### config.mk
export PLATFORM = sky130hd
export DESIGN_NAME = gnms_fifo
export DESIGN_NICKNAME = d
export VERILOG_FILES = /design/src/rtl/gradient_non_maximum_suppression_core_assert.svh /design/src/rtl/gnms_fifo.sv
export SDC_FILE = /design/constraint.sdc
export NUM_CORES = 1
export LEC_CHECK = 0
export ABC_AREA = 1
export BUFFER_PORTS_ARGS = -buffer_cell sky130_fd_sc_hd__buf_2
export CAP_MARGIN = 20
export CORE_ASPECT_RATIO = 1.2
export CORE_MARGIN = 5
export CORE_UTILIZATION = 42
export DETAILED_ROUTE_END_ITERATION = 10
export GPL_ROUTABILITY_DRIVEN = 0
export HOLD_SLACK_MARGIN = 0.1
export SKIP_LAST_GASP = 1
export SYNTH_ARGS = -nofsm -noshare
export SYNTH_HDL_FRONTEND = slang
export SYNTH_SLANG_ARGS = --single-unit
### constraint.sdc
create_clock -name i_clk -period 9.2 [get_ports i_clk]
set_input_delay 1.38 -clock i_clk [delete_from_list [all_inputs] [get_ports i_clk]]
set_output_delay 1.38 -clock i_clk [all_outputs]
set_load 0.1 [all_outputs]
### src/rtl/gradient_non_maximum_suppression_core_assert.svh
// Assertion macros shared by the gradient non-maximum suppression RTL.
// Depends on nothing; define SYNTH to compile the checks away.
`ifndef GRADIENT_NON_MAXIMUM_SUPPRESSION_CORE_ASSERT_SVH
`define GRADIENT_NON_MAXIMUM_SUPPRESSION_CORE_ASSERT_SVH
`ifndef SYNTH
`define GNMS_ASSERT(lbl, clk, rst_n, prop) \
    lbl: assert property (@(posedge clk) disable iff (!rst_n) prop) \
        else $error("gnms assertion failed");
`define GNMS_ASSERT_NEVER(lbl, clk, rst_n, cond) \
    lbl: assert property (@(posedge clk) disable iff (!rst_n) !(cond)) \
        else $error("gnms forbidden condition seen");
`else
`define GNMS_ASSERT(lbl, clk, rst_n, prop)
`define GNMS_ASSERT_NEVER(lbl, clk, rst_n, cond)
`endif
`endif

### src/rtl/gnms_fifo.sv
// Short register queue between the window front end and the suppression back end.
// No dependencies.
module gnms_fifo #(
    parameter int WIDTH = 200,
    parameter int DEPTH = 4
) (
    input  logic                           i_clk,
    input  logic                           i_rst_n,
    input  logic                           i_push,
    input  logic [WIDTH-1:0]               i_data,
    input  logic                           i_pop,
    output logic [WIDTH-1:0]               o_data,
    output logic [$clog2(DEPTH+1)-1:0]     o_count
);
    localparam int PW = $clog2(DEPTH);
    localparam int CW = $clog2(DEPTH + 1);

    logic [WIDTH-1:0] r_mem [DEPTH];
    logic [PW-1:0]    r_wptr, n_wptr;
    logic [PW-1:0]    r_rptr, n_rptr;
    logic [CW-1:0]    r_count, n_count;

    always_comb begin
        n_wptr  = r_wptr;
        n_rptr  = r_rptr;
        n_count = r_count;
        if (i_push) begin
            n_wptr = (r_wptr == PW'(DEPTH - 1)) ? '0 : r_wptr + PW'(1);
        end
        if (i_pop) begin
            n_rptr = (r_rptr == PW'(DEPTH - 1)) ? '0 : r_rptr + PW'(1);
        end
        case ({i_push, i_pop})
            2'b10:   n_count = r_count + CW'(1);
            2'b01:   n_count = r_count - CW'(1);
            default: n_count = r_count;
        endcase
    end

    always_ff @(posedge i_clk) begin
        if (!i_rst_n) begin
            r_wptr  <= '0;
            r_rptr  <= '0;
            r_count <= '0;
        end else begin
            r_wptr  <= n_wptr;
            r_rptr  <= n_rptr;
            r_count <= n_count;
        end
    end

    always_ff @(posedge i_clk) begin
        if (i_push) begin
            r_mem[r_wptr] <= i_data;
        end
    end

    assign o_data  = r_mem[r_rptr];
    assign o_count = r_count;
endmodule

==> out/metrics.cfg <==
[outcome]
status = completed

[routing]
post_drt_wl_per_cell_um = 21.5
drtAntennaViolNets = 0
vias = 18015
wirelength_mm = 72.5
viasPerCell = 5.35
drt_iter0_drc = 1313
drt_pass1_iterations = 4
post-route-drc-count = 0

[yosys]
synthTopCellsByCount = edfxtp_1 (800), nor2_1 (410), o21ai_0 (203)
synth_top_area_share_pct = 79.7
synthTopCellsByArea = edfxtp_1 (80%), nor2_1 (5.1%), o22ai_1 (4.2%), o21ai_0 (3.4%), o21ai_1 (3.3%)
ys_seq_area_share_pct = 80.3
ys.flop_type = edfxtp_1
synth_edf_count = 800
yosysMostFrequentCell = edfxtp_1
ys_types = 20
syn_inst = 1991
syn-cell-area_sq_um = 30100
ys_warn_count = 0
syn-num-nets = 2202
synth_seq_cells = 809
ys_async_sr_fraction_pct = 0
avgSynthCellArea_sq_um = 15.1
yosysTopAreaCell = edfxtp_1

[clock_network]
worstSkewPairLatency_ns = 0.62
cts_tree = done
cts.hold.buffers_added = 0
cts_inserted_buffers = 79
clockBufferDepth = 3
cts_max_level = 3
cts_setup_buffers = 0
path_clk_slew_ns = 0.06
cts_resized = 0
clkSinkCount = 809
root_buffer = clkbuf_16

[place]
portBuffers = 406
dp_hpwl_mm = 40.9

[floorplan]
num_rows = 107
initial_utilization_pct = 42.4
chipWidth_um = 255
coreArea_sq_um = 71100
io_pins = 407
dieArea_sq_um = 77200
die_h_um = 303

[timing]
slew_viol_final = 0
tightest_slew_ns = 1.26
fin_tns_setup_ns = 0
fin_worst_skew_ns = 0.0203
period_share_pct = 58.8
max_slew_margin_pct = 15.9
finalSetupViolCount = 0
min_period_ns = 5.41
holdWs_ns = 0.502
rsz0062_at_grt = false
fmax_ghz = 0.185
hold_viol = 0

[critical_path]
crit_arrival_ns = 4.03
r2r-start = r_wptr[0]$_SDFFE_PN0P_
r2r_cells = 5
critPathLaunchType = register
crit_type = reg2out
critPathMaxFanout = 204
cp_data_required_time_ns = 7.82
r2r_end = r_mem[0][98]$_DFFE_PP_
cp-end-kind = output port
r2r_slack_ns = 6.55

[layout]
area_growth_pct = 17.2
drive_gt1_share_pct = 22.5
nFillCells = 5988
fin_util_pct = 49.7
nets = 2573

[power_and_ir_drop]
p_comb_share_pct = 18.9
peakVddDrop_v = 0.000183
seqPwrFrac_pct = 46.2
p_leak_nw = 12.2
p_sw_share_pct = 31.3
p_clk_share_pct = 34.9
power_density_nw_per_um2 = 263
power.internal_mw = 6.38
total_power_mw = 9.29
p_sw_mw = 2.91

[worst_hold_path]
hold_depth = 2
min_from = r_rptr[0]$_SDFFE_PN0P_
hp-class = reg2reg

[global_route]
antenna_found_initial = 24
grt_max_degree = 205
grt_pass1_vias = 17786
overflow = 0
grt_pass1_wl_mm = 106
grt_usage_pct = 17.8

[job]
cap_violations = 0

-- critical path, stage by stage (launching register included) --
cell and delay (ns):
dfxtp_4 0.78, clkinv_8 0.78, buf_12 0.50, o21ai_1 0.39, o22ai_1 0.17, buf_2 0.33
-- final cells by class --
class | count | area [sq um] | share of cell area, %
sequential | 809 | 24200 | 68.5
multi-input combinational | 1036 | 4980 | 14.1
timing repair buffer | 422 | 2190 | 6.20
clock buffer | 93 | 2080 | 5.89
tap | 926 | 1160 | 3.28
clock inverter | 52 | 569 | 1.61
inverter | 14 | 100 | 0.283
antenna | 15 | 37.5 | 0.106
-- per-layer routing --
layer | vias up | track usage, % | part of all wire (%)
li1 | 8328 | - | -
met1 | 8970 | 22.4 | 39
met2 | 582 | 30.4 | 50
met3 | 121 | 4.58 | 7.6
met4 | 14 | 6.07 | 2.8
met5 | - | 0 | 0.11
-- cells in the final DEF (no fill, tap or decap), types with 13 or more instances in the layout --
cell	netlist	final
o21ai_1	200	200
clkbuf_16	0	80
diode_2	0	15
clkinv_2	0	15
buf_2	25	406
clkinv_1	0	19
edfxtp_1	800	800
buf_4	0	13
o21ai_0	203	203
nor2_1	410	410
o22ai_1	200	200
-- stage by stage --
| step | worst slack, ns | area, sq um | cells |
|---|---|---|---|
| 3_3_place_gp | 4.67 | 32600 | 3207 |
| 2_1_floorplan | 3.38 | 30100 | 1991 |
| 5_1_grt | 3.69 | 35300 | 3359 |
| 4_1_cts | 3.90 | 35300 | 3352 |
| 6_report | 3.79 | 35300 | 3367 |
| 3_5_place_dp | 4.58 | 32600 | 3207 |
-- worst max-delay path by stage --
stage | end | depth (start not counted) | from | slack (ns)
after global placement | o_data[111] | 5 | register | 4.67
after floorplan | r_mem[3][0]$_DFFE_PP_ | 2 | i_push | 3.38
final | o_data[80] | 5 | register | 3.79
after global routing | o_data[111] | 5 | register | 3.69
after CTS | o_data[111] | 5 | register | 3.90
after detailed placement | o_data[111] | 5 | register | 4.58
-- flip-flops by register name, summed over array words and instances (netlist names), named ones only --
name	count
r_rptr	2
o_count	3
r_wptr	2
r_mem	800
-- kinds of logic (layout without fill, tap and decap cells) --
kind of cell               count (synthesis)  count (layout)  synth area share [%]
and+or+nand+nor                          422             422                  5.27
DFF                                      809             809                  80.3
AOI/OAI and AO/OA                        605             605                  10.9
other                                      0              15                     0
buffers and inverters                    146             581                  3.16
adders and majority gates                  7               7                 0.316
xor gates and xnor gates                   2               2                0.0581
-- power groups by stage --
stage	logic, mW	clock network (mW)	registers [mW]
4_1_cts	1.77	3.32	4.29
3_5_place_dp	1.77	0	4.37
3_3_place_gp	1.75	0	4.37
2_1_floorplan	1.39	0	4.40
5_1_grt	1.83	3.48	4.30
6_report	1.75	3.24	4.29
(Power assumes the default switching activity.)
