===== src/rtl/gradient_non_maximum_suppression_core_assert.svh =====
// Assertion macros shared by the gradient non-maximum suppression RTL.
// Depends on nothing; define SYNTH to compile the checks away.
`ifndef GRADIENT_NON_MAXIMUM_SUPPRESSION_CORE_ASSERT_SVH
`define GRADIENT_NON_MAXIMUM_SUPPRESSION_CORE_ASSERT_SVH
`ifndef SYNTH
`define GNMS_ASSERT(lbl, clk, rst_n, prop) \
    lbl: assert property (@(posedge clk) disable iff (!rst_n) prop) \
        else $error("gnms assertion failed");
`define GNMS_ASSERT_NEVER(lbl, clk, rst_n, cond) \
    lbl: assert property (@(posedge clk) disable iff (!rst_n) !(cond)) \
        else $error("gnms forbidden condition seen");
`else
`define GNMS_ASSERT(lbl, clk, rst_n, prop)
`define GNMS_ASSERT_NEVER(lbl, clk, rst_n, cond)
`endif
`endif


===== src/rtl/gnms_pkg.sv =====
// Package for the gradient non-maximum suppression core: constants, register
// indexes, position struct and item width helper. No dependencies.
package gnms_pkg;

    localparam int DEF_MAX_WIDTH = 2048;
    localparam int DEF_MAG_BITS  = 16;
    localparam int DEF_GRAD_BITS = 16;

    localparam int ROW_BITS    = 12;
    localparam int COL_BITS    = 11;
    localparam int WIDTH_BITS  = 12;
    localparam int HEIGHT_BITS = 13;

    localparam int CFG_INDEX_BITS = 2;
    localparam int CFG_DATA_BITS  = 16;

    localparam logic [CFG_INDEX_BITS-1:0] REG_IMAGE_WIDTH  = 2'd0;
    localparam logic [CFG_INDEX_BITS-1:0] REG_IMAGE_HEIGHT = 2'd1;

    localparam logic [WIDTH_BITS-1:0]  WIDTH_RESET  = 12'd640;
    localparam logic [HEIGHT_BITS-1:0] HEIGHT_RESET = 13'd480;
    localparam logic [HEIGHT_BITS-1:0] HEIGHT_LIMIT = 13'd4096;
    localparam int DIM_MIN = 3;

    localparam int DIAG_WEIGHT = 23170;
    localparam int AXIS_SHIFT  = 15;
    localparam logic [7:0] EDGE_VALUE = 8'd255;
    localparam logic [7:0] NO_EDGE    = 8'd0;

    localparam int QUEUE_DEPTH = 4;
    localparam int QCNT_BITS   = $clog2(QUEUE_DEPTH + 1);

    typedef struct packed {
        logic [ROW_BITS-1:0] row;
        logic [COL_BITS-1:0] column;
        logic                last;
    } t_pos;

    function automatic int item_width(input int mag_bits, input int grad_bits);
        return 9 * mag_bits + 2 * grad_bits + $bits(t_pos);
    endfunction

endpackage


===== src/rtl/gnms_back.sv =====
// Back end: scores the eight neighbors, picks best aligned and most opposed, and
// drives the registered result. Depends on gnms_pkg.
module gnms_back #(
    parameter int MAG_BITS  = gnms_pkg::DEF_MAG_BITS,
    parameter int GRAD_BITS = gnms_pkg::DEF_GRAD_BITS
) (
    input  logic                                   i_clk,
    input  logic                                   i_rst_n,
    input  logic [gnms_pkg::item_width(MAG_BITS, GRAD_BITS)-1:0] i_q_data,
    input  logic [gnms_pkg::QCNT_BITS-1:0]         i_q_count,
    output logic                                   o_q_pop,
    input  logic                                   i_stall,
    output logic                                   o_valid,
    output logic [gnms_pkg::ROW_BITS-1:0]          o_row,
    output logic [gnms_pkg::COL_BITS-1:0]          o_column,
    output logic [7:0]                             o_edge_res,
    output logic                                   o_last
);
    import gnms_pkg::*;

    localparam int SW = GRAD_BITS + 16;
    localparam logic signed [SW-1:0] DIAG_K = SW'(DIAG_WEIGHT);

    typedef struct packed {
        logic [MAG_BITS-1:0]         ctr_mag;
        logic [7:0][MAG_BITS-1:0]    nb_mag;
        logic signed [GRAD_BITS-1:0] gx;
        logic signed [GRAD_BITS-1:0] gy;
        t_pos                        pos;
    } t_item;

    typedef struct packed {
        logic signed [SW-1:0] score;
        logic [MAG_BITS-1:0]  mag;
    } t_cand;

    t_item                       head;
    logic                        en;
    logic signed [GRAD_BITS:0]   sum_p;
    logic signed [GRAD_BITS:0]   sum_m;

    logic                        r_b1_valid;
    logic signed [SW-1:0]        r_b1_d1;
    logic signed [SW-1:0]        r_b1_d2;
    logic signed [GRAD_BITS-1:0] r_b1_gx;
    logic signed [GRAD_BITS-1:0] r_b1_gy;
    logic [7:0][MAG_BITS-1:0]    r_b1_nb;
    logic [MAG_BITS-1:0]         r_b1_ctr;
    logic                        r_b1_zero;
    t_pos                        r_b1_pos;

    logic signed [SW-1:0]        ax;
    logic signed [SW-1:0]        ay;
    t_cand                       sc [8];
    t_cand                       mx1 [4];
    t_cand                       mn1 [4];
    t_cand                       mx2 [2];
    t_cand                       mn2 [2];

    logic                        r_b2_valid;
    t_cand                       r_b2_max [2];
    t_cand                       r_b2_min [2];
    logic [MAG_BITS-1:0]         r_b2_ctr;
    logic                        r_b2_zero;
    t_pos                        r_b2_pos;

    t_cand                       best;
    t_cand                       worst;
    logic [7:0]                  n_edge;

    logic                        r_out_valid;
    logic [7:0]                  r_out_edge;
    t_pos                        r_out_pos;

    assign head    = i_q_data;
    assign en      = !r_out_valid || !i_stall;
    assign o_q_pop = en && (i_q_count != '0);

    assign sum_p = (GRAD_BITS+1)'(head.gx) + (GRAD_BITS+1)'(head.gy);
    assign sum_m = (GRAD_BITS+1)'(head.gx) - (GRAD_BITS+1)'(head.gy);

    always_ff @(posedge i_clk) begin
        if (en) begin
            r_b1_d1   <= SW'(sum_p) * DIAG_K;
            r_b1_d2   <= SW'(sum_m) * DIAG_K;
            r_b1_gx   <= head.gx;
            r_b1_gy   <= head.gy;
            r_b1_nb   <= head.nb_mag;
            r_b1_ctr  <= head.ctr_mag;
            r_b1_zero <= (head.gx == '0) && (head.gy == '0);
            r_b1_pos  <= head.pos;
        end
    end

    // neighbors in scan order; ties keep the earlier neighbor
    always_comb begin
        ax = SW'(r_b1_gx) <<< AXIS_SHIFT;
        ay = SW'(r_b1_gy) <<< AXIS_SHIFT;
        sc[0].score = -r_b1_d1;
        sc[1].score = -ax;
        sc[2].score = -r_b1_d2;
        sc[3].score = -ay;
        sc[4].score = ay;
        sc[5].score = r_b1_d2;
        sc[6].score = ax;
        sc[7].score = r_b1_d1;
        for (int k = 0; k < 8; k++) begin
            sc[k].mag = r_b1_nb[k];
        end
        for (int i = 0; i < 4; i++) begin
            mx1[i] = (sc[2*i+1].score > sc[2*i].score) ? sc[2*i+1] : sc[2*i];
            mn1[i] = (sc[2*i+1].score < sc[2*i].score) ? sc[2*i+1] : sc[2*i];
        end
        for (int j = 0; j < 2; j++) begin
            mx2[j] = (mx1[2*j+1].score > mx1[2*j].score) ? mx1[2*j+1] : mx1[2*j];
            mn2[j] = (mn1[2*j+1].score < mn1[2*j].score) ? mn1[2*j+1] : mn1[2*j];
        end
    end

    always_ff @(posedge i_clk) begin
        if (en) begin
            r_b2_max  <= mx2;
            r_b2_min  <= mn2;
            r_b2_ctr  <= r_b1_ctr;
            r_b2_zero <= r_b1_zero;
            r_b2_pos  <= r_b1_pos;
        end
    end

    always_comb begin
        best   = (r_b2_max[1].score > r_b2_max[0].score) ? r_b2_max[1] : r_b2_max[0];
        worst  = (r_b2_min[1].score < r_b2_min[0].score) ? r_b2_min[1] : r_b2_min[0];
        n_edge = (!r_b2_zero && (r_b2_ctr > best.mag) && (r_b2_ctr > worst.mag))
                 ? EDGE_VALUE : NO_EDGE;
    end

    always_ff @(posedge i_clk) begin
        if (en) begin
            r_out_edge <= n_edge;
            r_out_pos  <= r_b2_pos;
        end
    end

    always_ff @(posedge i_clk) begin
        if (!i_rst_n) begin
            r_b1_valid  <= 1'b0;
            r_b2_valid  <= 1'b0;
            r_out_valid <= 1'b0;
        end else if (en) begin
            r_b1_valid  <= o_q_pop;
            r_b2_valid  <= r_b1_valid;
            r_out_valid <= r_b2_valid;
        end
    end

    assign o_valid    = r_out_valid;
    assign o_row      = r_out_pos.row;
    assign o_column   = r_out_pos.column;
    assign o_edge_res = r_out_edge;
    assign o_last     = r_out_pos.last;
endmodule


===== config.mk =====
export PLATFORM = sky130hd
export DESIGN_NAME = gnms_back
export DESIGN_NICKNAME = d
export VERILOG_FILES = /design/src/rtl/gradient_non_maximum_suppression_core_assert.svh /design/src/rtl/gnms_pkg.sv /design/src/rtl/gnms_back.sv
export SDC_FILE = /design/constraint.sdc
export NUM_CORES = 2
export LEC_CHECK = 0
export ABC_AREA = 1
export BUFFER_PORTS_ARGS = -buffer_cell sky130_fd_sc_hd__buf_2
export CAP_MARGIN = 0
export CORE_ASPECT_RATIO = 0.8
export CORE_MARGIN = 2
export CORE_UTILIZATION = 35
export CTS_BUF_LIST = sky130_fd_sc_hd__clkbuf_8
export CTS_CLUSTER_SIZE = 30
export DETAILED_ROUTE_END_ITERATION = 7
export GPL_TIMING_DRIVEN = 0
export PLACE_DENSITY = 0.58
export SLEW_MARGIN = 20
export SYNTH_ARGS = -nofsm -noshare
export SYNTH_HDL_FRONTEND = slang
export SYNTH_SLANG_ARGS = --single-unit

===== constraint.sdc =====
create_clock -name i_clk -period 17.3 [get_ports i_clk]
set_input_delay 1.73 -clock i_clk [delete_from_list [all_inputs] [get_ports i_clk]]
set_output_delay 1.73 -clock i_clk [all_outputs]
set_load 0.05 [all_outputs]

==> Flow_metrics.wiki <==
{| class="wikitable"
! Metric !! Value
|-
| Vias in the first global route || 31068
|-
| Routability cong. || 1.010
|-
| F_max || 105.4 MHz
|-
| Post-Syn Area || 40450 um2
|-
| Worst Path Max Fanout || 6
|-
| Critical Path Source Type || input pin
|-
| Clock slew seen by the registers of the worst setup and hold paths || 0.07 ns
|-
| Vias after detailed routing || 33196
|-
| Fin util || 0.3977
|-
| Actual transition at the worst max-transition pin || 1.152 ns
|-
| Post-Route Hold Slack || 0.4102 ns
|-
| Area of the core || 114600 um2
|-
| Std-Cell Rows || 111
|-
| Type of element capturing the critical path || flop
|-
| Post-detailed-route via-to-cell ratio || 5.166
|-
| Root buffer cell || sky130_fd_sc_hd__clkbuf_8
|-
| Clock period minus final worst setup slack || 9.484 ns
|-
| Crit path buf inv count || 6
|-
| Routed wirelength normalized by instance count || 21.83 um
|-
| Post-placement cell area || 43840 um2
|-
| Proportion of synthesized flip-flops having asynchronous set or reset || 0
|-
| Sequential fraction of the synthesis area || 0.3845
|-
| Count of final hold-check violations || 0
|-
| Fraction of final layout cells sized beyond drive strength 1 || 0.1004
|-
| Count of state elements after synthesis || 519
|-
| Net count, final || 5705
|-
| CP Class || input pin to flop
|-
| Total negative setup slack || 0 ns
|-
| Num Clock Sinks || 519
|-
| Data arrival time at the worst-slack endpoint || 9.96 ns
|-
| Tightest slew margin relative to the limit || 0.2242
|-
| Source-to-sink clock delay at the later pin of the worst-skew pair || 0.74 ns
|-
| Number of primary I/O pins || 240
|-
| CTS Buf Count || 89
|-
| Number of warnings reported in the yosys synthesis log || 0
|-
| Gate count of the mapped netlist || 4491
|-
| Detailed-placement wirelength estimate || 116800 um
|-
| Post-Synthesis Mean Instance Area || 9.007 um2
|-
| Max-slew violations || 0
|-
| H-tree level count || 3
|-
| Number of design-rule violations left by the first detailed-router iteration || 3852
|-
| First-pass DRT Iterations || 6
|-
| Unrepaired setup endpoints after global routing || no
|-
| Number of port buffers || 239
|-
| Post-synth top flop || sky130_fd_sc_hd__edfxtp_1
|-
| Number of nets produced by synthesis || 5364
|-
| Initial Utilization || 0.3531
|-
| Clock tree from TritonCTS || built
|-
| Run status || finished clean
|-
| Count of cells resized by post-cts repair || 0
|-
| Maximum clock skew at final layout || 0.05373 ns
|-
| Count of unique library cells instantiated by Yosys || 65
|-
| First-pass GRT wire length || 202300 um
|-
| Max stage delay cell, worst path || sky130_fd_sc_hd__xor2_1
|-
| Worst flop-to-flop path startpoint || r_b1_d1[2]
|-
| Maximum root-to-sink buffer count || 3
|-
| Count of flip-flops with a built-in enable after synthesis || 516
|-
| Pin count of the biggest net entering global routing || 60
|-
| Hold wc startpoint || r_b1_ctr[12]
|-
| Classification of the worst-slack hold path || flop to flop
|-
| Area of the die || 118300 um2
|-
| Delay-heaviest family, CP || adder cells
|-
| Slowest Stage Delay on Critical Path || 0.73 ns
|-
| Buffer count from post-CTS setup fixing || 0
|-
| Die Span X || 384.1 um
|-
| Final routed DRC violation total || 0
|-
| Startpoint of the worst setup timing path || i_q_data[24]
|-
| Initial antenna violation count || 10
|-
| Required @ worst endpoint || 17.78 ns
|-
| Die Y || 308.1 um
|-
| Max-Cap Viols || 0
|-
| Detail Route Antenna Nets || 0
|-
| Final design instance area without fill || 45570 um2
|-
| Remaining global-route overflow || 0
|-
| Setup-failing EPs final || 0
|-
| Routed WL || 140300 um
|-
| Cts-stage hold buffer count || 0
|-
| Global router's overall resource usage || 0.2327
|-
| Period Utilization, post-route || 0.5482
|-
| Layout overhead on the synthesized area || 12.65%
|}
## per-stage QoR
| step | cells | setup slack (ns) |
|---|---|---|
| 2_1_floorplan | 4491 | 1.167 |
| 3_3_place_gp | 6255 | -3.376 |
| 3_5_place_dp | 6266 | 7.074 |
| 4_1_cts | 6423 | 7.869 |
| 5_1_grt | 6425 | 7.090 |
| 6_report | 6426 | 7.816 |
## flip-flops by register name (all words and copies together), names as in the netlist, 24 cells and up
register / cells
r_b1_nb: 128
r_b2_max: 94
r_b2_min: 94
r_b1_d2: 31
r_b1_d1: 30
r_b1_pos: 24
r_b2_pos: 24
## worst register-to-register path, delay by kind of cell, from the launching register on
kind / cells / cell delay (ns)
buffers and inverters: 9 / 2.07
AND/OR/NAND/NOR: 22 / 3.35
XOR/XNOR: 1 / 0.36
AO/OA/AOI/OAI: 2 / 1.13
flip-flops: 1 / 0.48
adder cells (fa/ha/maj): 3 / 1.04
## cell usage in the layout (no fill, tap or decap), types with 10 or more instances in the layout
master,instances
sky130_fd_sc_hd__xor2_1,129
sky130_fd_sc_hd__nor3_1,33
sky130_fd_sc_hd__clkinv_2,17
sky130_fd_sc_hd__fa_1,127
sky130_fd_sc_hd__ha_1,540
sky130_fd_sc_hd__clkbuf_1,76
sky130_fd_sc_hd__o21ai_0,366
sky130_fd_sc_hd__xnor2_1,20
sky130_fd_sc_hd__nor4_1,17
sky130_fd_sc_hd__mux2i_1,30
sky130_fd_sc_hd__nand4_1,97
sky130_fd_sc_hd__o211ai_1,26
sky130_fd_sc_hd__edfxtp_1,516
sky130_fd_sc_hd__nor2_2,10
sky130_fd_sc_hd__nor2_1,232
sky130_fd_sc_hd__inv_1,734
sky130_fd_sc_hd__buf_6,10
sky130_fd_sc_hd__nand3_1,229
sky130_fd_sc_hd__nand2_1,926
sky130_fd_sc_hd__nand2_2,29
sky130_fd_sc_hd__buf_2,246
sky130_fd_sc_hd__clkinv_1,17
sky130_fd_sc_hd__o21bai_1,14
sky130_fd_sc_hd__buf_1,18
sky130_fd_sc_hd__a211oi_1,16
sky130_fd_sc_hd__buf_4,18
sky130_fd_sc_hd__a21oi_1,177
sky130_fd_sc_hd__clkbuf_8,89
## routing by layer
layer | up-vias | track usage | share of wire
li1 | 15782 | - | -
met1 | 15872 | 0.3568 | 0.47
met2 | 1341 | 0.3305 | 0.41
met3 | 199 | 0.05167 | 0.098
met4 | 2 | 0.04715 | 0.021
met5 | - | 0 | 0.000093
## final cells by class
type / count / area (um2)
Buffer: 133 / 679.4
Tap cell: 1525 / 1908
Antenna cell: 3 / 7.507
Multi-Input combinational cell: 3115 / 21520
Clock inverter: 68 / 495.5
Sequential cell: 519 / 15550
Fill cell: 11531 / 69010
Inverter: 724 / 2720
Clock buffer: 89 / 1225
Timing Repair Buffer: 250 / 1460
## logic make-up after synthesis
family,after synthesis,share of synthesized area
AOI/OAI and AO/OA,653,0.08787
xor gates and xnor gates,152,0.03328
adders and majority gates,667,0.2299
buffers and inverters,857,0.08404
DFF,519,0.3845
muxes,32,0.007980
and+or+nand+nor,1611,0.1724
## synthesized netlist by cell type (9+ instances only)
cell | number | area, um2
sky130_fd_sc_hd__nor4_1 | 17 | 106.4
sky130_fd_sc_hd__edfxtp_1 | 516 | 15490
sky130_fd_sc_hd__nor3_1 | 33 | 165.2
sky130_fd_sc_hd__xnor2_1 | 20 | 175.2
sky130_fd_sc_hd__nand2_2 | 29 | 181.4
sky130_fd_sc_hd__nand3_1 | 229 | 1146
sky130_fd_sc_hd__nand2_1 | 927 | 3480
sky130_fd_sc_hd__buf_4 | 18 | 135.1
sky130_fd_sc_hd__buf_1 | 18 | 67.56
sky130_fd_sc_hd__mux2i_1 | 30 | 300.3
sky130_fd_sc_hd__buf_6 | 9 | 101.4
sky130_fd_sc_hd__ha_1 | 540 | 6756
sky130_fd_sc_hd__nor2_2 | 10 | 62.56
sky130_fd_sc_hd__o21ai_0 | 367 | 1837
sky130_fd_sc_hd__inv_1 | 711 | 2669
sky130_fd_sc_hd__o21bai_1 | 14 | 105.1
sky130_fd_sc_hd__fa_1 | 127 | 2542
sky130_fd_sc_hd__a211oi_1 | 16 | 120.1
sky130_fd_sc_hd__nand4_1 | 97 | 606.8
sky130_fd_sc_hd__xor2_1 | 130 | 1139
sky130_fd_sc_hd__a21oi_1 | 177 | 885.9
sky130_fd_sc_hd__nor2_1 | 232 | 870.8
sky130_fd_sc_hd__clkbuf_1 | 76 | 285.3
sky130_fd_sc_hd__o211ai_1 | 26 | 195.2
## worst paths after layout
path | to | slack [ns] | cells past startpoint
worst min-delay path | r_b2_ctr[12] | 0.41 | 0
worst min register to register | r_b2_ctr[12] | 0.41 | 0
worst max register to register | r_b2_min[79] | 8.53 | 37
worst max-delay path | r_b1_d1[31] | 7.82 | 36
Power is not shown: default switching activity piles up to over one toggle a cycle in this logic, so the estimate is an artifact.
